**src/hdl/olbt_pkg.sv**
```systemverilog
// Shared constants, codes and types for the ordered byte list table.
`timescale 1ns / 1ps
`default_nettype none
package olbt_pkg;

   localparam int DEPTH = 16;
   localparam int IDX_W = (DEPTH > 1) ? $clog2(DEPTH) : 1;
   localparam int CNT_W = $clog2(DEPTH + 1);

   typedef enum logic [2:0] {
      MODE_APPEND  = 3'd0,
      MODE_DELETE  = 3'd1,
      MODE_COUNT   = 3'd2,
      MODE_REPLACE = 3'd3,
      MODE_CLEAR   = 3'd4
   } mode_type;

   typedef enum logic [1:0] {
      ST_IDLE   = 2'd0,
      ST_SCAN   = 2'd1,
      ST_FINISH = 2'd2
   } state_type;

   // Broadcast from the controller to the whole row of cells.
   typedef struct packed {
      logic             shift;
      logic             load;
      logic [IDX_W-1:0] load_idx;
      logic [7:0]       data;
   } chain_ctrl_type;

   // What one cell sees of the broadcast.
   typedef struct packed {
      logic       shift;
      logic       load_en;
      logic [7:0] data;
   } cell_ctrl_type;

endpackage
`default_nettype wire

```
**src/hdl/olbt_cell.sv**
```systemverilog
// One storage cell of the list row: holds a byte, loads it or takes its right neighbor's.
`timescale 1ns / 1ps
`default_nettype none
module olbt_cell (
   input  wire                    clock,
   input  olbt_pkg::cell_ctrl_type ctrl,
   input  wire  [7:0]             right_value,
   output logic [7:0]             value
);
   import olbt_pkg::*;

   logic [7:0] value_ff;
   logic [7:0] value_in;

   always_comb begin
      value_in = value_ff;
      if (ctrl.load_en) begin
         value_in = ctrl.data;
      end else if (ctrl.shift) begin
         value_in = right_value;
      end
   end

   always_ff @(posedge clock) begin
      value_ff <= value_in;
   end

   assign value = value_ff;

endmodule
`default_nettype wire

```
**src/hdl/olbt_ctrl.sv**
```systemverilog
// Sequencer for the list row: walks the entries, tracks the length and holds the result beat.
`timescale 1ns / 1ps
`default_nettype none
module olbt_ctrl (
   input  wire                      clock,
   input  wire                      reset,
   input  wire                      req_valid,
   output logic                     req_ready,
   input  wire  [2:0]               req_mode,
   input  wire  [7:0]               req_match_value,
   input  wire  [7:0]               req_replacement,
   output logic                     rsp_valid,
   input  wire                      rsp_ready,
   output logic [4:0]               rsp_matched_count,
   output logic                     rsp_success,
   output logic [4:0]               rsp_length_after,
   input  wire  [7:0]               head_value,
   output olbt_pkg::chain_ctrl_type chain
);
   import olbt_pkg::*;

   state_type        state_ff, state_in;
   logic [2:0]       mode_ff, mode_in;
   logic [7:0]       key_ff, key_in;
   logic [7:0]       repl_ff, repl_in;
   logic [CNT_W-1:0] count_ff, count_in;
   logic [CNT_W-1:0] step_ff, step_in;
   logic [CNT_W-1:0] kept_ff, kept_in;
   logic [CNT_W-1:0] hits_ff, hits_in;
   logic             ok_ff, ok_in;
   logic             rsp_valid_ff, rsp_valid_in;
   logic [4:0]       rsp_matched_ff, rsp_matched_in;
   logic             rsp_success_ff, rsp_success_in;
   logic [4:0]       rsp_length_ff, rsp_length_in;

   logic             is_scan;
   logic             step_active;
   logic             head_match;
   logic             keep;
   logic [CNT_W-1:0] ins_pos;
   logic             out_free;

   assign is_scan = (mode_ff == MODE_DELETE) || (mode_ff == MODE_COUNT) ||
                    (mode_ff == MODE_REPLACE);
   assign step_active = is_scan && (step_ff < count_ff);
   assign head_match  = (head_value == key_ff);
   assign keep        = !((mode_ff == MODE_DELETE) && head_match);
   // Kept entries pile up just behind the entries not yet visited.
   assign ins_pos     = count_ff - CNT_W'(1) - step_ff + kept_ff;
   assign out_free    = !rsp_valid_ff || rsp_ready;

   // Next state.
   always_comb begin
      state_in = state_ff;
      case (state_ff)
         ST_IDLE: begin
            if (req_valid) begin
               state_in = ST_SCAN;
            end
         end
         ST_SCAN: begin
            if (!step_active) begin
               state_in = ST_FINISH;
            end
         end
         ST_FINISH: begin
            if (out_free) begin
               state_in = ST_IDLE;
            end
         end
         default: state_in = ST_IDLE;
      endcase
   end

   // Datapath control and register updates.
   always_comb begin
      mode_in        = mode_ff;
      key_in         = key_ff;
      repl_in        = repl_ff;
      count_in       = count_ff;
      step_in        = step_ff;
      kept_in        = kept_ff;
      hits_in        = hits_ff;
      ok_in          = ok_ff;
      rsp_valid_in   = rsp_valid_ff && !rsp_ready;
      rsp_matched_in = rsp_matched_ff;
      rsp_success_in = rsp_success_ff;
      rsp_length_in  = rsp_length_ff;
      chain.shift    = 1'b0;
      chain.load     = 1'b0;
      chain.load_idx = '0;
      chain.data     = head_value;
      case (state_ff)
         ST_IDLE: begin
            if (req_valid) begin
               mode_in = req_mode;
               key_in  = req_match_value;
               repl_in = req_replacement;
               step_in = '0;
               kept_in = '0;
               hits_in = '0;
               ok_in   = 1'b0;
            end
         end
         ST_SCAN: begin
            if (step_active) begin
               chain.shift    = 1'b1;
               chain.load     = keep;
               chain.load_idx = ins_pos[IDX_W-1:0];
               if ((mode_ff == MODE_REPLACE) && head_match) begin
                  chain.data = repl_ff;
               end
               step_in = step_ff + CNT_W'(1);
               if (keep) begin
                  kept_in = kept_ff + CNT_W'(1);
               end
               if (head_match) begin
                  hits_in = hits_ff + CNT_W'(1);
               end
            end else begin
               case (mode_ff)
                  MODE_APPEND: begin
                     if (count_ff < CNT_W'(DEPTH)) begin
                        chain.load     = 1'b1;
                        chain.load_idx = count_ff[IDX_W-1:0];
                        chain.data     = key_ff;
                        count_in       = count_ff + CNT_W'(1);
                        ok_in          = 1'b1;
                     end
                  end
                  MODE_DELETE: begin
                     count_in = kept_ff;
                     ok_in    = 1'b1;
                  end
                  MODE_COUNT:   ok_in = 1'b1;
                  MODE_REPLACE: ok_in = 1'b1;
                  MODE_CLEAR: begin
                     count_in = '0;
                     ok_in    = 1'b1;
                  end
                  default: ok_in = 1'b0;
               endcase
            end
         end
         ST_FINISH: begin
            if (out_free) begin
               rsp_valid_in   = 1'b1;
               rsp_matched_in = 5'(hits_ff);
               rsp_success_in = ok_ff;
               rsp_length_in  = 5'(count_ff);
            end
         end
         default: begin
         end
      endcase
   end

   always_ff @(posedge clock) begin
      if (reset) begin
         state_ff     <= ST_IDLE;
         count_ff     <= '0;
         rsp_valid_ff <= 1'b0;
      end else begin
         state_ff     <= state_in;
         count_ff     <= count_in;
         rsp_valid_ff <= rsp_valid_in;
      end
   end

   always_ff @(posedge clock) begin
      mode_ff        <= mode_in;
      key_ff         <= key_in;
      repl_ff        <= repl_in;
      step_ff        <= step_in;
      kept_ff        <= kept_in;
      hits_ff        <= hits_in;
      ok_ff          <= ok_in;
      rsp_matched_ff <= rsp_matched_in;
      rsp_success_ff <= rsp_success_in;
      rsp_length_ff  <= rsp_length_in;
   end

   assign req_ready         = (state_ff == ST_IDLE);
   assign rsp_valid         = rsp_valid_ff;
   assign rsp_matched_count = rsp_matched_ff;
   assign rsp_success       = rsp_success_ff;
   assign rsp_length_after  = rsp_length_ff;

endmodule
`default_nettype wire

```
**src/hdl/ordered_byte_list_table_top.sv**
```systemverilog
// Top level of the ordered byte list table: sequencer plus a row of byte cells.
//
//   Channel   Direction  Handshake              Payload
//   req_      in         req_valid/req_ready    mode, match_value, replacement
//   rsp_      out        rsp_valid/rsp_ready    matched_count, success, length_after
//
// Delete, count and replace walk the row of cells, one entry per cycle, over the L entries
// held at acceptance (at most 16); append, clear and unused modes skip the walk. After it
// the last scan step applies the mode and the finish state registers the result beat.
// Reset empties the list at once; the cells hold no reset value. A stalled result beat
// holds in the output register while the next request is accepted and worked on; that
// request then waits to finish until the beat is taken.
`timescale 1ns / 1ps
`default_nettype none
module ordered_byte_list_table_top (
   input  wire        clock,
   input  wire        reset,
   input  wire        req_valid,
   output logic       req_ready,
   input  wire  [2:0] req_mode,
   input  wire  [7:0] req_match_value,
   input  wire  [7:0] req_replacement,
   output logic       rsp_valid,
   input  wire        rsp_ready,
   output logic [4:0] rsp_matched_count,
   output logic       rsp_success,
   output logic [4:0] rsp_length_after
);
   import olbt_pkg::*;

   // The list lives in cells 0 to length-1, head in cell 0. During a walk every cell
   // takes its right neighbor each cycle, so the head steps out of cell 0; a surviving
   // entry is written back just behind the entries not yet visited and those already kept,
   // which closes gaps while keeping the original order.
   chain_ctrl_type chain;
   logic [7:0]     cell_value [DEPTH];

   olbt_ctrl u_ctrl (
      .clock             (clock),
      .reset             (reset),
      .req_valid         (req_valid),
      .req_ready         (req_ready),
      .req_mode          (req_mode),
      .req_match_value   (req_match_value),
      .req_replacement   (req_replacement),
      .rsp_valid         (rsp_valid),
      .rsp_ready         (rsp_ready),
      .rsp_matched_count (rsp_matched_count),
      .rsp_success       (rsp_success),
      .rsp_length_after  (rsp_length_after),
      .head_value        (cell_value[0]),
      .chain             (chain)
   );

   for (genvar k = 0; k < DEPTH; k++) begin : g_cell
      cell_ctrl_type cctrl;
      logic [7:0]    right;

      assign cctrl.shift   = chain.shift;
      assign cctrl.load_en = chain.load && (chain.load_idx == IDX_W'(k));
      assign cctrl.data    = chain.data;

      // The last cell has no right neighbor and keeps its own byte when shifting.
      if (k == DEPTH - 1) begin : g_last
         assign right = cell_value[k];
      end else begin : g_mid
         assign right = cell_value[k + 1];
      end

      olbt_cell u_cell (
         .clock       (clock),
         .ctrl        (cctrl),
         .right_value (right),
         .value       (cell_value[k])
      );
   end

endmodule
`default_nettype wire

```
**config.mk**
```make
export PLATFORM = sky130hd
export DESIGN_NAME = ordered_byte_list_table_top
export DESIGN_NICKNAME = d
export VERILOG_FILES = /design/src/hdl/olbt_pkg.sv /design/src/hdl/olbt_cell.sv /design/src/hdl/olbt_ctrl.sv /design/src/hdl/ordered_byte_list_table_top.sv
export SDC_FILE = /design/constraint.sdc
export NUM_CORES = 1
export LEC_CHECK = 0
export CORE_MARGIN = 3
export CORE_UTILIZATION = 62
export CTS_CLUSTER_SIZE = 28
export DETAILED_ROUTE_END_ITERATION = 8
export DONT_BUFFER_PORTS = 1
export PLACE_DENSITY = 0.78
export RECOVER_POWER = 50
export SYNTH_ARGS = -nofsm -noshare
export SYNTH_HDL_FRONTEND = slang
export SYNTH_SLANG_ARGS = --single-unit
```
**constraint.sdc**
```tcl
create_clock -name clock -period 4.4 [get_ports clock]
set_input_delay 0.22 -clock clock [delete_from_list [all_inputs] [get_ports clock]]
set_output_delay 0.22 -clock clock [all_outputs]
set_load 0.01 [all_outputs]
```
==> results.yml, run 1 <==
global_routing:
  antenna_found_initial: 1
  grt_use_total_pct: 22.6
  grt_max_degree: 21
  grt_pass1_wl_um: 25600
  grt_overflow: 0
  grt_pass1_vias: 4766
worst_setup_path:
  crit_slowest_cell: "nor3_4"
  crit_buf_inv: 1
  cp-end-kind: "register"
  r2r_end: "g_cell[7].u_cell.value[7]$_DFFE_PP_"
  reg2reg_slack_ps: 430
  critPathMaxStageDelay_ps: 590
  critical_path_class: "register to register"
  cp-startpoint: "u_ctrl.kept_ff[1]$_SDFFCE_PN0P_"
  worstSetupStartpointType: "register"
  crit_chain: "fa_1 > ha_1 > inv_1 > fa_1 > xnor2_1 > xnor2_4 > a2111oi_4 > o22ai_1 > nor3_4 > or2_2"
  cp_max_fo: 9
  regToRegStartpoint: "u_ctrl.kept_ff[1]$_SDFFCE_PN0P_"
  setup.worst_path.end: "g_cell[7].u_cell.value[7]$_DFFE_PP_"
  crit_required_ps: 4530
  crit_top_cell: "fa_1"
  worst_r2r_path_depth: 10
  critPathTopFamily: "adder cells"
  worstPathArrival_ps: 4100
  cp.depth: 10
clocking:
  clock_latency_ps: 430
  post_cts_buffers: 0
  cts_tree: "built"
  path_clk_slew_ps: 60
  cts-htree-levels: 4
  cts_resized: 0
  cts_sinks: 182
  clockBufferDepth: 2
  numCtsBuffers: 17
  cts_root_buf: "clkbuf_16"
route:
  drc: 0
  dr_wl_met3_um: 764
  wl_met2_um: 8110
  wl_per_cell_um: 21.2
  ant_nets: 0
  highest-signal-layer: "met4"
  vias_per_cell: 6.09
  drtIter0Drc: 385
  drt-total-wl_um: 16300
  wl_met1_um: 7090
  route.vias.total: 4691
  dr.pass1.iters: 5
logic_synthesis:
  synth_top_area_share_pct: 60.8
  synth.area.top_cells: "edfxtp_1 (61%), mux2_2 (13%), mux2_4 (4.2%)"
  synth_area_leader_cell: "edfxtp_1"
  syn_nets: 587
  synth-main-ff-cell: "edfxtp_1"
  syn_area_um2: 8590
  ys_warn_count: 0
  synth_edf_count: 174
  synthDistinctLibCells: 59
  synth-async-reset-ratio_pct: 0
  synth_sequential_area_ratio_pct: 62.7
  syn_inst: 551
  ys_seq_elements: 182
  avgSynthCellArea_um2: 15.6
floorplanning:
  initial_core_util_pct: 64.1
  die_w_um: 124
  rows: 42
  die_y_um: 124
  core_area_um2: 13400
  die_area_um2: 15300
  ios: 36
power:
  internal_power_uw: 3010
  p_leak_uw: 0.00317
  swShare_pct: 21.3
  p_switching_uw: 813
  power_density_nw_per_um2: 401
  peakVddDrop_mv: 0.297
  p_seq_share_pct: 52.2
  pwr-share-comb_pct: 7.5
  power.share.clock_pct: 40.3
place:
  gp_congestion: 0.863
  portBuffers: 0
  dpl.hpwl_um: 10800
  place_area_um2: 8800
finish:
  postLayoutCellArea_um2: 9520
  area_delta_synth_final_pct: 10.8
  num-nets-final: 616
  fillers: 825
  utilization_pct: 71.1
  layout-drive-gt1-share_pct: 29.8
min_path:
  hp-class: "input pin to register"
flow_run:
  max_cap_violations: 0
sta:
  hold_violations: 0
  relSlewSlack_pct: 18.8
  setup_viol: 0
  skew_ps: 10.2
  min_period_ps: 3970
  fmax_mhz: 252
  tns_ps: 0
  period_share_pct: 90.3
  slew_viol_final: 0
  rsz0062_at_grt: "false"
  tightest_slew_ps: 1210
outcome:
  outcome: "completed"
-- layout by cell type (no fill, tap or decap), drive strengths merged, types with 11 or more instances in the layout --
cell / synthesis / layout
clkbuf: 14 / 32
mux2: 120 / 120
nand2b: 13 / 13
nor2: 34 / 34
a21oi: 13 / 13
nand3: 13 / 13
edfxtp: 174 / 174
xnor2: 16 / 16
inv: 16 / 16
nand2: 15 / 15
dlygate4sd3: 0 / 20
o21ai: 11 / 11
-- power groups by stage --
stage	Clock [uW]	Combinational [uW]	Sequential, uW
after floorplan	0	222	2020
after global placement	0	267	2030
after detailed placement	0	278	2030
after CTS	1560	297	1990
after global routing	1630	313	2000
final	1540	286	1990
-- registers in the layout (all words and copies together), names as in the netlist --
register                  flops
g_cell.u_cell.value         128
u_ctrl.key_ff                 8
u_ctrl.repl_ff                8
u_ctrl.count_ff               5
u_ctrl.hits_ff                5
u_ctrl.kept_ff                5
u_ctrl.rsp_length_after       5
u_ctrl.rsp_matched_count      5
u_ctrl.step_ff                5
u_ctrl.mode_ff                3
u_ctrl.state_ff               2
u_ctrl.ok_ff                  1
u_ctrl.rsp_success            1
u_ctrl.rsp_valid              1
-- worst reg2reg max path, delay by kind of cell, from the launching register on --
| family | cells | cell delay (ps) |
|---|---|---|
| AOI/OAI and AO/OA | 2 | 610 |
| adders and majority gates | 3 | 1090 |
| buffers and inverters | 1 | 50 |
| DFF | 1 | 460 |
| and+or+nand+nor | 2 | 910 |
| xor gates and xnor gates | 2 | 540 |
-- stage by stage --
stage / hold WS, ps / total power (uW) / std cells / setup slack (ps)
after floorplan: 319 / 2240 / 551 / 897
after global placement: 291 / 2290 / 717 / 706
after detailed placement: 296 / 2310 / 717 / 550
after CTS: 43.9 / 3850 / 769 / 537
after global routing: 72.1 / 3940 / 770 / 246
final: 69.8 / 3820 / 770 / 426
-- final cells by class --
class	count	area, um^2	share of cell area, %
tap	176	220	2.31
multi-input combinational	330	3010	31.6
sequential	182	5390	56.6
clock inverter	12	159	1.67
clock buffer	20	437	4.59
antenna	1	2.50	0.0263
inverter	16	60.1	0.631
timing repair buffer	33	253	2.65
-- cells in the mapped netlist (all sizes together), types with 2 or more instances --
cell type    n
nor2b        6
edfxtp     174
ha           9
o22ai        3
nor2        34
nand4        3
a21o         3
clkbuf      14
a32oi        3
nand3       13
o31a         3
nor4         2
nor3         9
nor3b        2
or2         10
o21ai       11
inv         16
dfxtp        8
o21a         2
buf          9
mux2       120
o41ai        2
xnor2       16
fa           4
nand2       15
a211oi       6
o221a        6
xor2         6
and2         6
a21oi       13
nand2b      13
-- per-layer routing --
| metal | up-vias | global-route usage [%] |
|---|---|---|
| met2 | 133 | 37.1 |
| li1 | 2150 | - |
| met4 | 0 | 8.58 |
| met1 | 2378 | 29.3 |
| met5 | - | 0 |
| met3 | 30 | 5.63 |
-- logic make-up (layout without fill, tap and decap cells) --
logic type | after synthesis | count (layout) | share of synthesized area (%)
AO/OA/AOI/OAI | 56 | 56 | 5.14
XOR/XNOR | 23 | 23 | 2.96
adder cells (fa/ha/maj) | 13 | 13 | 2.24
buffers and inverters | 39 | 81 | 1.94
flip-flops | 182 | 182 | 62.7
multiplexers | 120 | 120 | 16.8
other | 0 | 1 | 0
AND/OR/NAND/NOR | 118 | 118 | 8.27
-- worst min path at each step --
| stage | start | cells past startpoint | endpoint |
|---|---|---|---|
| final | req_valid | 2 | u_ctrl.ok_ff$_SDFFCE_PN0P_ |
| after global routing | req_valid | 2 | u_ctrl.ok_ff$_SDFFCE_PN0P_ |
| after CTS | req_valid | 2 | u_ctrl.ok_ff$_SDFFCE_PN0P_ |
| after detailed placement | reset | 1 | u_ctrl.state_ff[1]$_SDFFE_PP0P_ |
| after global placement | reset | 1 | u_ctrl.state_ff[1]$_SDFFE_PP0P_ |
| after floorplan | req_match_value[0] | 0 | u_ctrl.key_ff[0]$_DFFE_PP_ |
-- what timing repair did --
action                                 4_1_cts  5_1_grt
endpoints found under the hold margin       27        0
setup endpoints to repair                    0        0
hold buffers                                20        0
(Power assumes the default switching activity.)
==> inputs of run 2 (changes only) <==
ABC_AREA = 1   (was not set)
==> run 2 against run 1 <==
Fmax increased by 5.0%. Worst hold slack better by 40 ps. Combinational power up 23%. Cell area up 6.9%. Synthesized area grew 8.5%. Synthesized cell count grew 75%. Total power up 0.74%. Critical path depth grew 4. Global-route usage increased by 2.6 points.
==> results.yml, run 2 <==
outcome:
  outcome: "completed"
flow_run:
  max_cap_violations: 0
logic_synthesis:
  synth_area_leader_cell: "edfxtp_1"
  syn_area_um2: 9320
  ys_seq_elements: 182
  synth.area.top_cells: "edfxtp_1 (56%), nand2_1 (14%), nand3_1 (8.6%)"
  synth_edf_count: 174
  synthSimpleGateAreaFrac_pct: 31.4
  synth_most_common_cell: "nand2_1"
  synth_sequential_area_ratio_pct: 57.8
  synth-xor-area-share_pct: 0.846
  synth_mux_area_share_pct: 0
  synthAdderAreaFrac_pct: 2.07
  syn_inst: 962
  synth_compound_area_share_pct: 2.78
  ys_warn_count: 0
  synth-main-ff-cell: "edfxtp_1"
  synth_top_family_by_area: "simple AND/OR/NAND/NOR gates"
  synth_top_area_share_pct: 56.1
  synth-async-reset-ratio_pct: 0
  ys_top_cells_by_count: "nand2_1 (346), edfxtp_1 (174), nand3_1 (160)"
  avgSynthCellArea_um2: 9.69
  syn_nets: 998
  synthDistinctLibCells: 35
place:
  gp_congestion: 0.857
  place_area_um2: 9450
  dpl.hpwl_um: 13100
  portBuffers: 0
clocking:
  clock_latency_ps: 430
  cts_tree: "built"
  cts_sinks: 182
  post_cts_buffers: 0
  cts_resized: 0
  numCtsBuffers: 17
  cts-htree-levels: 4
  cts_root_buf: "clkbuf_16"
  cts_hold_buf: 21
  path_clk_slew_ps: 60
  clockBufferDepth: 2
route:
  vias_per_cell: 5.78
  drc: 0
  ant_nets: 0
  wl_per_cell_um: 16.9
  dr.pass1.iters: 5
  route.vias.total: 6789
  drtIter0Drc: 817
  drt-total-wl_um: 19900
sta:
  rsz0062_at_grt: "false"
  fmax_mhz: 264
  tns_ps: 0
  hold_violations: 0
  tightest_slew_ps: 865
  slew_viol_final: 0
  period_share_pct: 86.1
  relSlewSlack_pct: 42.2
  setup_viol: 0
  min_period_ps: 3790
  skew_ps: 10.2
finish:
  final_common_cell: "nand2_1"
  layout-drive-gt1-share_pct: 9.59
  antenna_cells: 0
  postLayoutCellArea_um2: 10200
  area_delta_synth_final_pct: 9.25
  final_cell_mix: "nand2_1 (347), edfxtp_1 (174), nand3_1 (163)"
  num-nets-final: 1014
  largest_reg_flops: 128
  utilization_pct: 69.5
power:
  power.share.clock_pct: 39.0
  pwr-share-comb_pct: 9.2
  peakVddDrop_mv: 0.281
  swShare_pct: 24.9
  internal_power_uw: 2890
  p_switching_uw: 959
  p_seq_share_pct: 51.8
  power_density_nw_per_um2: 378
  p_leak_uw: 0.00420
  power_uw: 3850
floorplanning:
  core_area_um2: 14600
  die_w_um: 129
  initial_core_util_pct: 63.6
  die_area_um2: 16500
  ios: 36
  die_y_um: 129
  rows: 44
global_routing:
  grt_pass1_vias: 6346
  grt_use_total_pct: 25.2
  antenna_found_initial: 0
  grt_max_degree: 39
  grt_overflow: 0
  grt_pass1_wl_um: 32300
worst_setup_path:
  cp-end-kind: "register"
  cp_max_fo: 38
  worstPathArrival_ps: 4070
  critical_path_class: "register to register"
  crit_required_ps: 4690
  worstSetupStartpointType: "register"
min_path:
  hp-class: "input pin to register"
==> run 2: worst paths after layout <==
kind / slack [ps] / cells after the start / endpoint / start
setup / recovery: 610 / 14 / g_cell[13].u_cell.value[5]$_DFFE_PP_ / u_ctrl.count_ff[2]$_SDFFE_PP0P_
hold / removal: 110 / 2 / u_ctrl.state_ff[0]$_SDFFE_PP0P_ / req_valid
setup reg to reg: 610 / 14 / g_cell[13].u_cell.value[5]$_DFFE_PP_ / u_ctrl.count_ff[2]$_SDFFE_PP0P_
hold reg to reg: 420 / 0 / u_ctrl.rsp_success$_DFFE_PP_ / u_ctrl.ok_ff$_SDFFCE_PN0P_
==> run 2: layer usage <==
metal / GRT usage, % / vias up / part of all wire (%)
met5: 0 / - / 0
met3: 4.98 / 28 / 7.5
met4: 7.91 / 0 / 1.5
li1: - / 3272 / -
met1: 36.1 / 3162 / 45
met2: 39.4 / 327 / 46
==> run 2: metrics by stage <==
| stage | worst slack, ps | hold slack [ps] | std cells |
|---|---|---|---|
| floorplan | 1080 | 319 | 962 |
| global placement | 902 | 293 | 1122 |
| finish | 613 | 110 | 1175 |
| global route | 326 | 88.8 | 1175 |
| detailed placement | 894 | 295 | 1122 |
| CTS | 866 | 80.5 | 1175 |
==> run 2: critical path, cell delays in order (launching register included) <==
cell     delay [ps]
dfxtp_1         480
inv_1           140
ha_1            290
inv_1            30
nor2_1          120
nand2_2         120
nand2_1         480
inv_1           120
nor2_1          360
nand2_1         160
nand2_4         380
buf_4           260
buf_4           360
nand3_1         170
nand2_1         150
==> run 2: final cells by class <==
type,instances,area [um^2]
Timing Repair Buffer,28,273
Sequential cell,182,5390
Inverter,81,304
Fill cell,1076,4460
Clock inverter,15,153
Tap cell,184,230
Clock buffer,17,425
Multi-Input combinational cell,668,3410
==> run 2: cell families after synthesis <==
family / Yosys count
flops: 182
fa+ha+maj: 13
xor+xnor: 9
buf+inv: 112
simple gates: 602
compound gates: 44
==> run 2: power groups by stage <==
stage,sequential (uW),clock (uW),combinational (uW)
floorplan,2020,0,260
global placement,2030,0,327
detailed placement,2030,0,334
CTS,2000,1510,353
global route,2000,1570,390
finish,2000,1500,353
